--- config.mk ---
export PLATFORM = sky130hd
export DESIGN_NAME = gamepad_chord_layer_mapper_core
export DESIGN_NICKNAME = d
export VERILOG_FILES = /design/src/design/gcl_pkg.sv /design/src/design/gcl_map.sv /design/src/design/gamepad_chord_layer_mapper_core.sv
export VERILOG_INCLUDE_DIRS = /design/src /design/src/design
export SDC_FILE = /design/constraint.sdc
export NUM_CORES = 1
export LEC_CHECK = 0
export BUFFER_PORTS_ARGS = -buffer_cell sky130_fd_sc_hd__buf_2
export CORE_MARGIN = 3
export CORE_UTILIZATION = 57
export CTS_CLUSTER_DIAMETER = 50
export DETAILED_ROUTE_END_ITERATION = 10
export GPL_TIMING_DRIVEN = 1
export HOLD_SLACK_MARGIN = 0.1
export PLACE_DENSITY_LB_ADDON = 0.15
export SKIP_CTS_REPAIR_TIMING = 1
export SYNTH_ARGS = -nofsm -noshare
export SYNTH_HDL_FRONTEND = slang
export SYNTH_SLANG_ARGS = --single-unit
--- constraint.sdc ---
create_clock -name clk -period 2.93 [get_ports clk]
set_input_delay 0.1465 -clock clk [delete_from_list [all_inputs] [get_ports clk]]
set_output_delay 0.1465 -clock clk [all_outputs]
set_load 0.02 [all_outputs]
--- src/design/assert_macros.svh ---
// Assertion helpers for the mapper core, which checks its own logic.
`ifndef ASSERT_MACROS_SVH
`define ASSERT_MACROS_SVH

// Property that must hold at every clock edge outside reset.
`define GCL_ASSERT(lbl, clk, rst, prop, msg) \
  lbl: assert property (@(posedge clk) disable iff (rst) (prop)) else $error(msg);

// Implication: cause at a clock edge, effect at the next.
`define GCL_ASSERT_NEXT(lbl, clk, rst, cause, effect, msg) \
  lbl: assert property (@(posedge clk) disable iff (rst) (cause) |=> (effect)) \
    else $error(msg);

`endif

--- src/design/gcl_pkg.sv ---
`timescale 1ns / 1ps

package gcl_pkg;

  // Event types and sync codes.
  localparam logic [15:0] TYPE_SYN = 16'd0;
  localparam logic [15:0] TYPE_KEY = 16'd1;
  localparam logic [9:0] SYNC_REPORT = 10'd0;
  localparam logic [9:0] SYNC_DROPPED = 10'd3;

  // Key codes.
  localparam logic [9:0] KEY_B_SOUTH = 10'd304;
  localparam logic [9:0] KEY_A_EAST = 10'd305;
  localparam logic [9:0] KEY_Y_NORTH = 10'd307;
  localparam logic [9:0] KEY_X_WEST = 10'd308;
  localparam logic [9:0] KEY_L1 = 10'd310;
  localparam logic [9:0] KEY_R1 = 10'd311;
  localparam logic [9:0] KEY_L2 = 10'd312;
  localparam logic [9:0] KEY_R2 = 10'd313;
  localparam logic [9:0] KEY_SELECT = 10'd314;
  localparam logic [9:0] KEY_START = 10'd315;
  localparam logic [9:0] KEY_MENU = 10'd316;
  localparam logic [9:0] KEY_UP = 10'd544;
  localparam logic [9:0] KEY_DOWN = 10'd545;
  localparam logic [9:0] KEY_LEFT = 10'd546;
  localparam logic [9:0] KEY_RIGHT = 10'd547;

  localparam logic OP_EVENT = 1'b0;
  localparam logic OP_SNAPSHOT = 1'b1;

  localparam logic KIND_MEDIA = 1'b0;
  localparam logic KIND_RESYNC = 1'b1;

  typedef enum logic [4:0] {
    CMD_PAUSE    = 5'd0,
    CMD_STEP     = 5'd1,
    CMD_PROGRESS = 5'd2,
    CMD_FWD_S    = 5'd3,
    CMD_BACK_S   = 5'd4,
    CMD_FWD_L    = 5'd5,
    CMD_BACK_L   = 5'd6,
    CMD_CHAP_P   = 5'd7,
    CMD_CHAP_N   = 5'd8,
    CMD_LIST_P   = 5'd9,
    CMD_LIST_N   = 5'd10,
    CMD_SUB      = 5'd11,
    CMD_SUBVIS   = 5'd12,
    CMD_AUDIO    = 5'd13,
    CMD_VOL_D    = 5'd14,
    CMD_VOL_U    = 5'd15,
    CMD_BRI_D    = 5'd16,
    CMD_BRI_U    = 5'd17,
    CMD_CON_D    = 5'd18,
    CMD_CON_U    = 5'd19,
    CMD_SAT_D    = 5'd20,
    CMD_SAT_U    = 5'd21
  } cmd_t;

  // Deferred action of select or start, fired on release.
  typedef enum logic [1:0] {
    ACT_NONE   = 2'd0,
    ACT_SUB    = 2'd1,
    ACT_AUDIO  = 2'd2,
    ACT_SUBVIS = 2'd3
  } act_t;

  typedef struct packed {
    logic               operation;
    logic [15:0]        event_type;
    logic [9:0]         event_code;
    logic signed [31:0] event_value;
    logic               snap_menu;
    logic               snap_left;
    logic               snap_right;
    logic               snap_select;
    logic               snap_start;
  } evt_item_t;

  typedef struct packed {
    logic       kind;
    logic [4:0] command;
    logic       last;
  } cmd_item_t;

  typedef struct packed {
    logic menu_down;
    logic left_down;
    logic right_down;
    logic left_consumed;
    logic right_consumed;
    logic select_down;
    logic start_down;
    logic chord_latch;
    logic discarding;
    act_t select_action;
    act_t start_action;
  } map_state_t;

  typedef struct packed {
    logic hit;
    cmd_t cmd;
  } lut_t;

  function automatic lut_t base_cmd(input logic [9:0] code);
    lut_t r;
    r.hit = 1'b1;
    unique case (code)
      KEY_A_EAST:  r.cmd = CMD_PAUSE;
      KEY_B_SOUTH: r.cmd = CMD_STEP;
      KEY_X_WEST:  r.cmd = CMD_AUDIO;
      KEY_Y_NORTH: r.cmd = CMD_PROGRESS;
      KEY_LEFT:    r.cmd = CMD_BACK_S;
      KEY_RIGHT:   r.cmd = CMD_FWD_S;
      KEY_DOWN:    r.cmd = CMD_BACK_L;
      KEY_UP:      r.cmd = CMD_FWD_L;
      KEY_L2:      r.cmd = CMD_CHAP_P;
      KEY_R2:      r.cmd = CMD_CHAP_N;
      default: begin
        r.hit = 1'b0;
        r.cmd = CMD_PAUSE;
      end
    endcase
    return r;
  endfunction

  function automatic lut_t shift_cmd(input logic [9:0] code);
    lut_t r;
    r.hit = 1'b1;
    unique case (code)
      KEY_LEFT:    r.cmd = CMD_PAUSE;
      KEY_DOWN:    r.cmd = CMD_STEP;
      KEY_UP:      r.cmd = CMD_AUDIO;
      KEY_RIGHT:   r.cmd = CMD_PROGRESS;
      KEY_A_EAST:  r.cmd = CMD_FWD_S;
      KEY_B_SOUTH: r.cmd = CMD_BACK_L;
      KEY_X_WEST:  r.cmd = CMD_FWD_L;
      KEY_Y_NORTH: r.cmd = CMD_BACK_S;
      KEY_L2:      r.cmd = CMD_LIST_P;
      KEY_R2:      r.cmd = CMD_LIST_N;
      default: begin
        r.hit = 1'b0;
        r.cmd = CMD_PAUSE;
      end
    endcase
    return r;
  endfunction

  function automatic lut_t picture_cmd(input logic [9:0] code);
    lut_t r;
    r.hit = 1'b1;
    unique case (code)
      KEY_LEFT:  r.cmd = CMD_CON_D;
      KEY_RIGHT: r.cmd = CMD_CON_U;
      KEY_DOWN:  r.cmd = CMD_SAT_D;
      KEY_UP:    r.cmd = CMD_SAT_U;
      default: begin
        r.hit = 1'b0;
        r.cmd = CMD_PAUSE;
      end
    endcase
    return r;
  endfunction

  function automatic lut_t action_cmd(input act_t act);
    lut_t r;
    r.hit = 1'b1;
    unique case (act)
      ACT_SUB:    r.cmd = CMD_SUB;
      ACT_AUDIO:  r.cmd = CMD_AUDIO;
      ACT_SUBVIS: r.cmd = CMD_SUBVIS;
      default: begin
        r.hit = 1'b0;
        r.cmd = CMD_PAUSE;
      end
    endcase
    return r;
  endfunction

endpackage

--- src/design/gcl_map.sv ---
`timescale 1ns / 1ps

// Combinational mapping of one transaction: next state and up to two results.
module gcl_map (
  input  gcl_pkg::map_state_t st,
  input  gcl_pkg::evt_item_t  item,
  output gcl_pkg::map_state_t st_next,
  output logic [1:0]          res_cnt,
  output gcl_pkg::cmd_item_t  res0,
  output gcl_pkg::cmd_item_t  res1
);

  logic         v_one;
  logic         v_zero;
  logic         layered;
  logic         chord_upd;
  gcl_pkg::lut_t sel;
  gcl_pkg::lut_t pic;

  assign v_one   = (item.event_value == 32'sd1);
  assign v_zero  = (item.event_value == 32'sd0);
  assign layered = st.left_down | st.right_down;
  assign pic     = gcl_pkg::picture_cmd(item.event_code);

  always_comb begin
    st_next   = st;
    res_cnt   = 2'd0;
    res0      = '0;
    res1      = '0;
    chord_upd = 1'b0;
    sel       = '0;

    if (item.operation == gcl_pkg::OP_SNAPSHOT) begin
      st_next                = '0;
      st_next.menu_down      = item.snap_menu;
      st_next.left_down      = item.snap_left;
      st_next.right_down     = item.snap_right;
      st_next.left_consumed  = item.snap_left;
      st_next.right_consumed = item.snap_right;
      st_next.select_down    = item.snap_select;
      st_next.start_down     = item.snap_start;
      st_next.chord_latch    = item.snap_select & item.snap_start;
    end else if (st.discarding) begin
      if (item.event_type == gcl_pkg::TYPE_SYN && item.event_code == gcl_pkg::SYNC_REPORT) begin
        st_next.discarding = 1'b0;
        res0.kind          = gcl_pkg::KIND_RESYNC;
        res_cnt            = 2'd1;
      end
    end else if (item.event_type == gcl_pkg::TYPE_SYN &&
                 item.event_code == gcl_pkg::SYNC_DROPPED) begin
      st_next            = '0;
      st_next.discarding = 1'b1;
    end else if (item.event_type == gcl_pkg::TYPE_KEY) begin
      if (item.event_code == gcl_pkg::KEY_SELECT) begin
        if (v_one) begin
          st_next.select_down   = 1'b1;
          st_next.select_action = layered ? gcl_pkg::ACT_AUDIO : gcl_pkg::ACT_SUB;
          if (layered) begin
            st_next.left_consumed  = st.left_consumed | st.left_down;
            st_next.right_consumed = st.right_consumed | st.right_down;
          end
          chord_upd = 1'b1;
        end else if (v_zero && st.select_down) begin
          st_next.select_down   = 1'b0;
          st_next.select_action = gcl_pkg::ACT_NONE;
          if (!st.chord_latch && !st.start_down) begin
            sel = gcl_pkg::action_cmd(st.select_action);
          end
          chord_upd = 1'b1;
        end
      end else if (item.event_code == gcl_pkg::KEY_START) begin
        if (v_one) begin
          st_next.start_down   = 1'b1;
          st_next.start_action = gcl_pkg::ACT_SUBVIS;
          if (layered) begin
            st_next.left_consumed  = st.left_consumed | st.left_down;
            st_next.right_consumed = st.right_consumed | st.right_down;
          end
          chord_upd = 1'b1;
        end else if (v_zero && st.start_down) begin
          st_next.start_down   = 1'b0;
          st_next.start_action = gcl_pkg::ACT_NONE;
          if (!st.chord_latch && !st.select_down) begin
            sel = gcl_pkg::action_cmd(st.start_action);
          end
          chord_upd = 1'b1;
        end
      end else if (item.event_code == gcl_pkg::KEY_MENU) begin
        st_next.menu_down = !v_zero;
        if (v_one) begin
          // Held, untapped shoulders turn into brightness; both may fire at once.
          if (st.left_down && !st.left_consumed) begin
            st_next.left_consumed = 1'b1;
            res0.command          = gcl_pkg::CMD_BRI_D;
            res_cnt               = 2'd1;
          end
          if (st.right_down && !st.right_consumed) begin
            st_next.right_consumed = 1'b1;
            if (res_cnt == 2'd1) begin
              res1.command = gcl_pkg::CMD_BRI_U;
              res_cnt      = 2'd2;
            end else begin
              res0.command = gcl_pkg::CMD_BRI_U;
              res_cnt      = 2'd1;
            end
          end
        end
      end else if (item.event_code == gcl_pkg::KEY_L1) begin
        if (v_one) begin
          st_next.left_down     = 1'b1;
          st_next.left_consumed = st.menu_down;
          sel.hit               = st.menu_down;
          sel.cmd               = gcl_pkg::CMD_BRI_D;
        end else if (v_zero && st.left_down) begin
          sel.hit               = !st.left_consumed;
          sel.cmd               = gcl_pkg::CMD_VOL_D;
          st_next.left_down     = 1'b0;
          st_next.left_consumed = 1'b0;
        end
      end else if (item.event_code == gcl_pkg::KEY_R1) begin
        if (v_one) begin
          st_next.right_down     = 1'b1;
          st_next.right_consumed = st.menu_down;
          sel.hit                = st.menu_down;
          sel.cmd                = gcl_pkg::CMD_BRI_U;
        end else if (v_zero && st.right_down) begin
          sel.hit                = !st.right_consumed;
          sel.cmd                = gcl_pkg::CMD_VOL_U;
          st_next.right_down     = 1'b0;
          st_next.right_consumed = 1'b0;
        end
      end else if (v_one) begin
        if (st.menu_down && pic.hit) begin
          st_next.left_consumed  = st.left_consumed | st.left_down;
          st_next.right_consumed = st.right_consumed | st.right_down;
          sel                    = pic;
        end else if (layered) begin
          st_next.left_consumed  = st.left_consumed | st.left_down;
          st_next.right_consumed = st.right_consumed | st.right_down;
          sel                    = gcl_pkg::shift_cmd(item.event_code);
        end else begin
          sel = gcl_pkg::base_cmd(item.event_code);
        end
      end
    end

    // The exit chord cancels both pending actions while select and start are held.
    if (chord_upd) begin
      if (st_next.select_down && st_next.start_down) begin
        st_next.chord_latch   = 1'b1;
        st_next.select_action = gcl_pkg::ACT_NONE;
        st_next.start_action  = gcl_pkg::ACT_NONE;
      end else if (!st_next.select_down && !st_next.start_down) begin
        st_next.chord_latch = 1'b0;
      end
    end

    if (sel.hit) begin
      res0.kind    = gcl_pkg::KIND_MEDIA;
      res0.command = sel.cmd;
      res_cnt      = 2'd1;
    end

    if (res_cnt == 2'd1) begin
      res0.last = 1'b1;
    end
    if (res_cnt == 2'd2) begin
      res1.last = 1'b1;
    end
  end

endmodule

--- src/design/gamepad_chord_layer_mapper_core.sv ---
// Flow: an accepted event waits in the input register until the result buffer has room;
// its results are then registered into the buffer and presented on cmd from slot0.
// Throughput: one event per cycle while cmd_ready is high; an event that yields two results
// (menu press with both shoulders held, untapped) holds the next one back while slot1 drains.
// Reset (rst, synchronous, active high) clears all key and chord state, the discard flag,
// the input valid flag and the result count; no results are pending after reset.
`timescale 1ns / 1ps
`include "assert_macros.svh"

module gamepad_chord_layer_mapper_core (
  input  logic                clk,
  input  logic                rst,
  input  logic                evt_valid,
  output logic                evt_ready,
  input  gcl_pkg::evt_item_t  evt,
  output logic                cmd_valid,
  input  logic                cmd_ready,
  output gcl_pkg::cmd_item_t  cmd
);

  // Input register: one event transaction waiting to be mapped.
  logic                s_valid;
  gcl_pkg::evt_item_t  s_item;

  // Mapper state, updated once per mapped transaction.
  gcl_pkg::map_state_t st;
  gcl_pkg::map_state_t st_next;

  // Result buffer: slot0 is presented on cmd, slot1 holds the second result of an event.
  logic [1:0]          cnt;
  gcl_pkg::cmd_item_t  slot0;
  gcl_pkg::cmd_item_t  slot1;

  logic [1:0]          res_cnt;
  gcl_pkg::cmd_item_t  res0;
  gcl_pkg::cmd_item_t  res1;

  logic                pop;
  logic                process;

  gcl_map u_map (
    .st      (st),
    .item    (s_item),
    .st_next (st_next),
    .res_cnt (res_cnt),
    .res0    (res0),
    .res1    (res1)
  );

  // The held event is mapped once the buffer is empty, or is emptied by this cycle's
  // output transaction. The buffer then never needs more than two slots.
  assign pop       = (cnt != 2'd0) && cmd_ready;
  assign process   = s_valid && ((cnt == 2'd0) || ((cnt == 2'd1) && cmd_ready));
  assign evt_ready = !s_valid || process;

  assign cmd_valid = (cnt != 2'd0);
  assign cmd       = slot0;

  always_ff @(posedge clk) begin
    if (rst) begin
      s_valid <= 1'b0;
      st      <= '0;
      cnt     <= 2'd0;
    end else begin
      if (evt_ready) begin
        s_valid <= evt_valid;
      end
      if (process) begin
        st  <= st_next;
        cnt <= res_cnt;
      end else if (pop) begin
        cnt <= cnt - 2'd1;
      end
    end
  end

  // Payload registers carry no reset; the valid flags above qualify them.
  always_ff @(posedge clk) begin
    if (evt_valid && evt_ready) begin
      s_item <= evt;
    end
    if (process) begin
      slot0 <= res0;
      slot1 <= res1;
    end else if (pop) begin
      slot0 <= slot1;
    end
  end

  // A result that is not the final one of its event always has its follower queued.
  `GCL_ASSERT(a_first_has_follower, clk, rst,
              !(cmd_valid && !cmd.last) || (cnt == 2'd2), "non-final result without follower")

  // The queued second result is always the final one of its event.
  `GCL_ASSERT(a_second_is_last, clk, rst,
              (cnt != 2'd2) || slot1.last, "queued second result not marked last")

  // A resync request is always the only result of its event.
  `GCL_ASSERT(a_resync_alone, clk, rst,
              !(cmd_valid && cmd.kind == gcl_pkg::KIND_RESYNC) || (cmd.last && cnt == 2'd1),
              "resync request not alone")

  // A snapshot always leaves the discard mode.
  `GCL_ASSERT_NEXT(a_snapshot_resumes, clk, rst,
                   process && s_item.operation == gcl_pkg::OP_SNAPSHOT, !st.discarding,
                   "discarding still set after snapshot")

endmodule
==> results.yml, run 1 <==
job:
  cap_violations: 0
sta:
  fmax_ghz: 0.359
  min_period_over_period_pct: 95.0
  tightest_slew_ns: 0.807
  setup-tns-final_ns: 0
  setup_violations: 0
  slew_headroom_pct: 46.2
  rsz0062_at_grt: "no"
  whs_ns: 0.193
  report.final.slew_viol_count: 0
  period_minus_slack_ns: 2.78
  hold_viol_final: 0
  fin_skew_ns: 0.0108
  fin_ws_ns: 0.145
power_and_ir_drop:
  fin_total_pwr_mw: 2.89
  power.density_nw_per_um2: 454
  leakagePower_nw: 2.34
  peakVddDrop_mv: 0.401
yosys:
  synth_nets: 547
  synthAdderAreaFrac_pct: 3.33
  synth-edff-count: 73
  async_flop_share_pct: 0
  synth_xor_area_share_pct: 0.179
  netlist_top_cells_area: "edfxtp_1, dfxtp_1, ha_1"
  synthMuxAreaShare_pct: 0.820
  synth_top_area_share_pct: 44.9
  synth_compound_area_share_pct: 16.8
  synth-simple-area-share_pct: 23.9
  synth_top_family_by_area: "simple AND/OR/NAND/NOR gates"
  seq_area_frac_synth_pct: 51.5
  synth_cell_types: 67
  synth_most_common_cell: "edfxtp_1"
  synth.avg_cell_area_um2: 10.5
  synth_ff_type: "edfxtp_1"
  yosys_register_bits: 89
  synth_top_area_cell: "edfxtp_1"
  synth_area_um2: 4880
  ys_top_cells_by_count: "edfxtp_1, nor2_1, nand2_1"
  yosys_warnings: 0
  syn_inst: 466
worst_setup_path:
  worst-path-max-fanout: 11
  crit_path_start_kind: "flip-flop"
  critPathCaptureType: "flip-flop"
  cpPeakStageDelay_ns: 0.58
  arrival_ns: 3.10
  crit_chain: "nor4_2 > nand4_2 > or3_1 > or4_1 > and4b_4 > nor4_4 > a211o_1"
  slowest_stage: "or4_1"
  cp_data_required_time_ns: 3.25
  crit_type: "flip-flop to flip-flop"
route:
  drt_pre_antenna_iters: 5
  viasPerCell: 6.27
  vias: 4599
  drt_iter0_markers: 654
  post_drt_wl_per_cell_um: 19.5
  drc: 0
  ant_nets: 0
  drt-total-wl_um: 14300
cts:
  clk_path_buf_depth: 2
  cts.reportedPaths.clkPinSlew_ns: 0.10
  cts_tree: "done"
  cts_made_buffers: 9
  clk_latency_ns: 0.37
  cts.sink_count: 89
  root_buffer: "clkbuf_8"
  htreeDepth: 3
floorplan:
  dieArea_um2: 9710
  die_w_um: 98.5
  start_util_pct: 59.1
  rows: 33
  core-area_um2: 8260
  die_h_um: 98.5
  io_pins: 77
global_routing:
  antenna_found_initial: 0
  grt_pass1_vias: 4158
  grt_pass1_wl_um: 19700
  grt_start_max_net_pins: 65
  grt.overflow.total: 0
  track_usage_pct: 25.1
finish:
  nFillCells: 552
  final_core_util_pct: 77.1
  layout.nets: 704
  drive_gt1_share_pct: 22.8
  area_delta_synth_final_pct: 30.4
  diodes: 0
place:
  io_buffers: 76
  dp_slack_ns: 0.178
  hpwl_um: 9040
  gp_routability_congestion: 0.945
status:
  outcome: "finished clean"
hold_path:
  min_path_type: "primary input to flip-flop"
-- critical path: cells and delay by family (launching register included) --
family	cells	cell delay (ns)
AND/OR/NAND/NOR	6	2.18
AO/OA/AOI/OAI	1	0.13
flip-flops	1	0.41
-- per-stage QoR --
step	instance area (um^2)	cells
final	6360	733
after global routing	6360	733
after CTS	5710	668
after detailed placement	5510	652
after global placement	5510	652
after floorplan	4880	466
-- placed cells by master, fill, tap and decap left out, drive strengths merged, types with 3 or more instances in the layout --
cell	count
and2	3
a311oi	5
and4b	3
o22ai	4
inv	25
nand3	13
a31oi	3
dlygate4sd3	65
nor4	22
or4	9
edfxtp	73
nand2b	7
nor3	21
dfxtp	16
nor2	40
a221oi	3
nand4	12
nand2	35
o211ai	7
or2	6
a211o	4
a32o	3
o31ai	8
o32a	3
buf	103
nor2b	3
ha	13
nand3b	4
mux2i	4
or3	7
a21oi	29
o21ai	21
a211oi	12
clkbuf	10
-- worst paths after layout --
path | cells after the start | from | slack, ns | endpoint
worst max-delay path | 7 | s_item[22] | 0.15 | st[1]
worst min-delay path | 2 | rst | 0.19 | s_valid
worst max register to register | 7 | s_item[22] | 0.15 | st[1]
worst min register to register | 2 | st[9] | 0.51 | st[9]
-- report_power, final --
part | total [mW] | switching, mW | leakage (nW) | internal (mW)
Combinational | 0.453 | 0.257 | 1.40 | 0.196
Sequential | 1.54 | 0.0639 | 0.842 | 1.48
Clock | 0.891 | 0.484 | 0.0990 | 0.407
Total | 2.89 | 0.804 | 2.34 | 2.08
-- flip-flops by register name (all words and copies together) (netlist names) --
| signal | count |
|---|---|
| cmd | 7 |
| cnt | 2 |
| s_item | 64 |
| s_valid | 1 |
| slot1 | 2 |
| st | 13 |
-- layer usage --
layer,routed length (um),track usage (%),vias up
li1,-,-,2126
met1,5630,32.7,2143
met2,7020,41.0,285
met3,1300,4.74,45
met4,354,11.4,0
met5,0,0,-
-- final cells by class --
class | count | area [um^2] | share of cell area [%]
repair buffers | 168 | 1230 | 19.4
flip-flops and latches | 89 | 2510 | 39.5
clock inverters | 6 | 75.1 | 1.18
well taps | 105 | 131 | 2.06
inverters | 23 | 86.3 | 1.36
clock buffers | 10 | 128 | 2.01
multi-input cells | 332 | 2200 | 34.5
-- cell families after synthesis --
kind of cell,after synthesis
buffers and inverters,45
and+or+nand+nor,194
adders and majority gates,13
xor gates and xnor gates,1
AOI/OAI and AO/OA,120
DFF,89
muxes,4
No activity file was read; power rests on OpenSTA's default activity.
==> inputs of run 2 (changes only) <==
--- a/config.mk
+++ b/config.mk
@@ -13,6 +13,7 @@
 export DETAILED_ROUTE_END_ITERATION = 10
 export GPL_TIMING_DRIVEN = 1
 export HOLD_SLACK_MARGIN = 0.1
+export MAX_ROUTING_LAYER = met4
 export PLACE_DENSITY_LB_ADDON = 0.15
 export SKIP_CTS_REPAIR_TIMING = 1
 export SYNTH_ARGS = -nofsm -noshare
==> results.yml, run 2 (same netlist as run 1, synthesis figures left out) <==
route:
  drt_iter0_markers: 779
  post_drt_wl_per_cell_um: 20.5
  viasPerCell: 6.43
  drc: 0
  drt_pre_antenna_iters: 6
  ant_nets: 0
  vias: 4714
  drt-total-wl_um: 15000
finish:
  final_cell_mix: "buf_2, edfxtp_1, dlygate4sd3_1"
  largest_reg_flops: 64
  seqCellArea_um2: 2510
  diodes: 0
  multi_input_area_um2: 2200
  nFillCells: 544
  layout.nets: 704
  largest-register: "s_item"
  drive_gt1_share_pct: 22.8
  final_area_um2: 6360
  final_core_util_pct: 77.1
  area_delta_synth_final_pct: 30.4
  layout_commonest_cell: "buf_2"
  final_cells: 733
power_and_ir_drop:
  peakVddDrop_mv: 0.456
  p_comb_share_pct: 15.8
  switching_share_pct: 28.0
  seqPwrFrac_pct: 53.3
  intPower_mw: 2.08
  switching_power_mw: 0.810
  leakagePower_nw: 2.34
  power.density_nw_per_um2: 454
  power_frac_clock_pct: 30.8
place:
  hpwl_um: 9270
  gp_routability_congestion: 0.961
  dp_slack_ns: 0.239
  placed_cell_area_um2: 5510
  io_buffers: 76
  placedCellCount: 652
sta:
  period_minus_slack_ns: 2.92
  setup_violations: 0
  setup-tns-final_ns: 0
  hold_viol_final: 0
  tightest_slew_ns: 0.813
  fin_skew_ns: 0.0119
  fmax_ghz: 0.342
  min_period_over_period_pct: 99.8
  slew_headroom_pct: 45.8
  fin_ws_ns: 0.00697
  report.final.slew_viol_count: 0
floorplan:
  io_pins: 77
  rows: 33
  core-area_um2: 8260
  die_w_um: 98.5
  dieArea_um2: 9710
  start_util_pct: 59.1
  die_h_um: 98.5
global_routing:
  grt_pass1_vias: 4118
  grt_start_max_net_pins: 32
  grt.overflow.total: 0
  track_usage_pct: 27.0
  antenna_found_initial: 0
  grt_pass1_wl_um: 20200
cts:
  cts_tree: "done"
  cts_made_buffers: 9
  root_buffer: "clkbuf_8"
  htreeDepth: 3
  cts.sink_count: 89
  cts.reportedPaths.clkPinSlew_ns: 0.10
  clk_path_buf_depth: 2
  clk_latency_ns: 0.37
job:
  cap_violations: 0
worst_setup_path:
  worst-path-max-fanout: 5
  cpPeakStageDelay_ns: 0.51
  cp_data_required_time_ns: 3.15
  critPathCaptureType: "flip-flop"
  crit_path_start_kind: "flip-flop"
  path_common_cell: "nor4_2"
  crit_type: "flip-flop to flip-flop"
  slowest_stage: "nor4_2"
  arrival_ns: 3.14
  crit_chain: "nor4_2 > nand4_1 > nor4_2 > buf_4 > nor2_1 > a41o_1 > a2111oi_0 > a211oi_1"
hold_path:
  min_path_type: "primary input to flip-flop"
status:
  outcome: "finished clean"
[run 2: cell counts in the layout (fill, tap and decap cells not counted)]
Identical to the previous run, type by type.
[run 2: area by class of cell]
type,instances,share of cell area (%)
sequential,89,39.5
multi-input combinational,332,34.5
timing repair buffer,168,19.4
tap,105,2.06
clock buffer,10,2.01
inverter,23,1.36
clock inverter,6,1.18
[run 2: power groups by stage]
stage / Combinational, mW / Sequential (mW) / Clock, mW
finish: 0.458 / 1.54 / 0.892
CTS: 0.374 / 1.54 / 0.892
global route: 0.495 / 1.55 / 0.949
global placement: 0.365 / 1.56 / 0
floorplan: 0.222 / 1.57 / 0
detailed placement: 0.373 / 1.56 / 0
[run 2: critical path, delay by kind of cell (launching register included)]
kind                   cells  cell delay, ns
AND/OR/NAND/NOR            4            1.32
flip-flops                 1            0.40
AO/OA/AOI/OAI              3            0.86
buffers and inverters      1            0.19
[run 2: worst paths after layout]
check	from	to	slack, ns	depth (start not counted)
max	s_item[56]	st[9]	0.007	8
min	cmd_ready	s_valid	0.18	4
max reg2reg	s_item[56]	st[9]	0.007	8
min reg2reg	cnt[1]	cnt[1]	0.51	2
[run 2: metal layers]
metal  vias to the layer above  wire (um)  part of all wire, %  global-route usage, %
met1                      2189       5790                   39                   35.0
met3                        59       1340                  8.9                   4.10
met4                         0        466                  3.1                   10.9
met5                         -          0                    0                      -
li1                       2129          -                    -                      -
met2                       337       7400                   49                   42.8
[run 2: metrics by stage]
stage	hold slack [ns]	total power, mW
finish	0.177	2.89
global route	0.180	2.99
CTS	-0.0572	2.80
detailed placement	0.325	1.94
global placement	0.323	1.92
floorplan	0.245	1.79
==> inputs of run 3 (changes only) <==
--- a/config.mk
+++ b/config.mk
@@ -6,7 +6,8 @@
 export SDC_FILE = /design/constraint.sdc
 export NUM_CORES = 1
 export LEC_CHECK = 0
-export BUFFER_PORTS_ARGS = -buffer_cell sky130_fd_sc_hd__buf_2
+export ABC_AREA = 1
+export BUFFER_PORTS_ARGS = -buffer_cell sky130_fd_sc_hd__buf_4
 export CORE_MARGIN = 3
 export CORE_UTILIZATION = 57
 export CTS_CLUSTER_DIAMETER = 50
==> results.yml, run 3 <==
status:
  outcome: "finished clean"
floorplan:
  core-area_um2: 7930
  die_h_um: 97.5
  die_w_um: 97.5
  start_util_pct: 60.3
  rows: 32
  io_pins: 77
  dieArea_um2: 9520
worst_setup_path:
  critPathCaptureType: "flip-flop"
  crit_chain: "nor2_1 > nand2_1 > nor2_1 > nand2_1 > inv_1 > nand2_1 > nor2_2 > nor2_1 > nand3_1 > nor2_1 > a21oi_1 > nand3_1 > nand2_1 > o21ai_1"
  reg2reg_from: "s_item[50]"
  slowest_stage: "edfxtp_1"
  crit_path_start_kind: "flip-flop"
  ff2ff_path_depth: 14
  cp_data_required_time_ns: 3.05
  timing.rr.end: "cmd[0]"
  worst-path-max-fanout: 5
  cpPeakStageDelay_ns: 0.40
  cp_top_family: "simple AND/OR/NAND/NOR gates"
  arrival_ns: 2.61
  crit_type: "flip-flop to flip-flop"
  r2r_setup_slack_ns: 0.45
  path_buf_inv: 1
sta:
  slew_headroom_pct: 55.9
  rsz0062_at_grt: "no"
  setup-tns-final_ns: 0
  setup_violations: 0
  period_minus_slack_ns: 2.48
  min_period_over_period_pct: 84.8
  hold_viol_final: 0
  fin_skew_ns: 0.0164
  report.final.slew_viol_count: 0
  fmax_ghz: 0.402
  fin_ws_ns: 0.445
  tightest_slew_ns: 0.661
cts:
  root_buffer: "clkbuf_8"
  cts.reportedPaths.clkPinSlew_ns: 0.11
  cts_made_buffers: 9
  cts.sink_count: 89
  clk_latency_ns: 0.37
  clk_path_buf_depth: 2
  cts_tree: "done"
  htreeDepth: 3
route:
  drc: 0
  ant_nets: 0
  drt_iter0_markers: 621
  vias: 4616
  drt-total-wl_um: 13700
  drt_pre_antenna_iters: 7
  viasPerCell: 5.57
  post_drt_wl_per_cell_um: 16.5
global_routing:
  antenna_found_initial: 1
  grt.overflow.total: 0
  grt_pass1_vias: 3972
  grt_start_max_net_pins: 30
  grt_pass1_wl_um: 18100
  track_usage_pct: 24.4
yosys:
  syn_inst: 569
  synth_cell_types: 38
  synth_most_common_cell: "nand2_1"
  synth.avg_cell_area_um2: 8.40
  synth_nets: 650
  synth_area_um2: 4780
  async_flop_share_pct: 0
  seq_area_frac_synth_pct: 52.6
  ys_top_cells_by_count: "nand2_1, nor2_1, edfxtp_1"
  netlist_top_cells_area: "edfxtp_1, nand2_1, nor2_1"
  synth_top_area_cell: "edfxtp_1"
  synth-edff-count: 73
  yosys_register_bits: 89
  synth_top_area_share_pct: 45.9
  yosys_warnings: 0
  synth_ff_type: "edfxtp_1"
power_and_ir_drop:
  power.density_nw_per_um2: 539
  peakVddDrop_mv: 0.397
  leakagePower_nw: 2.82
finish:
  multi_input_area_um2: 1950
  largest-register: "s_item"
  area_delta_synth_final_pct: 32.9
  final_area_um2: 6350
  seqCellArea_um2: 2510
  final_cells: 829
  drive_gt1_share_pct: 17.8
  layout_commonest_cell: "nand2_1"
  largest_reg_flops: 64
  nFillCells: 481
  final_cell_mix: "nand2_1, nor2_1, buf_4"
  layout.nets: 802
hold_path:
  hold_depth: 3
  min_from: "cmd_ready"
  min_to: "cmd[2]"
  min_path_type: "primary input to flip-flop"
job:
  cap_violations: 0
place:
  placedCellCount: 746
  hpwl_um: 8130
  dp_slack_ns: 0.578
  io_buffers: 76
  gp_routability_congestion: 0.950
  placed_cell_area_um2: 5480
==> run 3: where the power goes <==
part	total [mW]	internal [mW]	switching, mW
registers	1.72	1.61	0.108
logic	0.817	0.323	0.494
clock network	0.886	0.407	0.479
==> run 3: kinds of logic after synthesis <==
family / synth area share (%)
and+or+nand+nor: 28.5
adders and majority gates: 3.41
AOI/OAI and AO/OA: 8.88
DFF: 52.6
buffers and inverters: 6.57
==> run 3: how the worst max path moves through the flow <==
stage | start | endpoint | slack [ns] | cells after the start
finish | s_item[50] | cmd[0] | 0.45 | 14
global route | s_item[50] | cmd[0] | 0.19 | 14
CTS | s_item[61] | cmd[0] | 0.57 | 14
detailed placement | s_item[62] | cmd[0] | 0.58 | 14
global placement | s_item[62] | cmd[0] | 0.63 | 14
floorplan | cnt[0] | s_item[0] | 0.35 | 6
==> run 3: metal layers <==
layer	track usage, %	routed length [um]	up-vias
met5	-	0	-
met2	40.3	6950	268
met1	30.7	5360	2131
met4	7.14	286	0
met3	4.59	1110	40
li1	-	-	2177
==> run 3: per-stage QoR <==
step	hold WS, ns	power [mW]	util [%]
6_report	0.362	3.42	80.1
2_1_floorplan	0.245	2.16	-
3_5_place_dp	0.326	2.45	69.1
3_3_place_gp	0.324	2.42	69.1
5_1_grt	0.406	3.59	80.1
4_1_cts	-0.0586	3.30	71.7
==> run 3: final cells by class <==
class,count,share of cell area [%]
well taps,102,2.01
inverters,79,4.69
clock inverters,6,1.18
diodes,1,0.0394
multi-input cells,397,30.7
flip-flops and latches,89,39.6
repair buffers,145,19.8
clock buffers,10,2.01
==> run 3: worst reg2reg max path, stage by stage, from the launching register on <==
cell and delay (ns):
edfxtp_1 0.40, nor2_1 0.20, nand2_1 0.11, nor2_1 0.15, nand2_1 0.08, inv_1 0.13
nand2_1 0.08, nor2_2 0.19, nor2_1 0.14, nand3_1 0.20, nor2_1 0.08, a21oi_1 0.21
nand3_1 0.13, nand2_1 0.10, o21ai_1 0.06
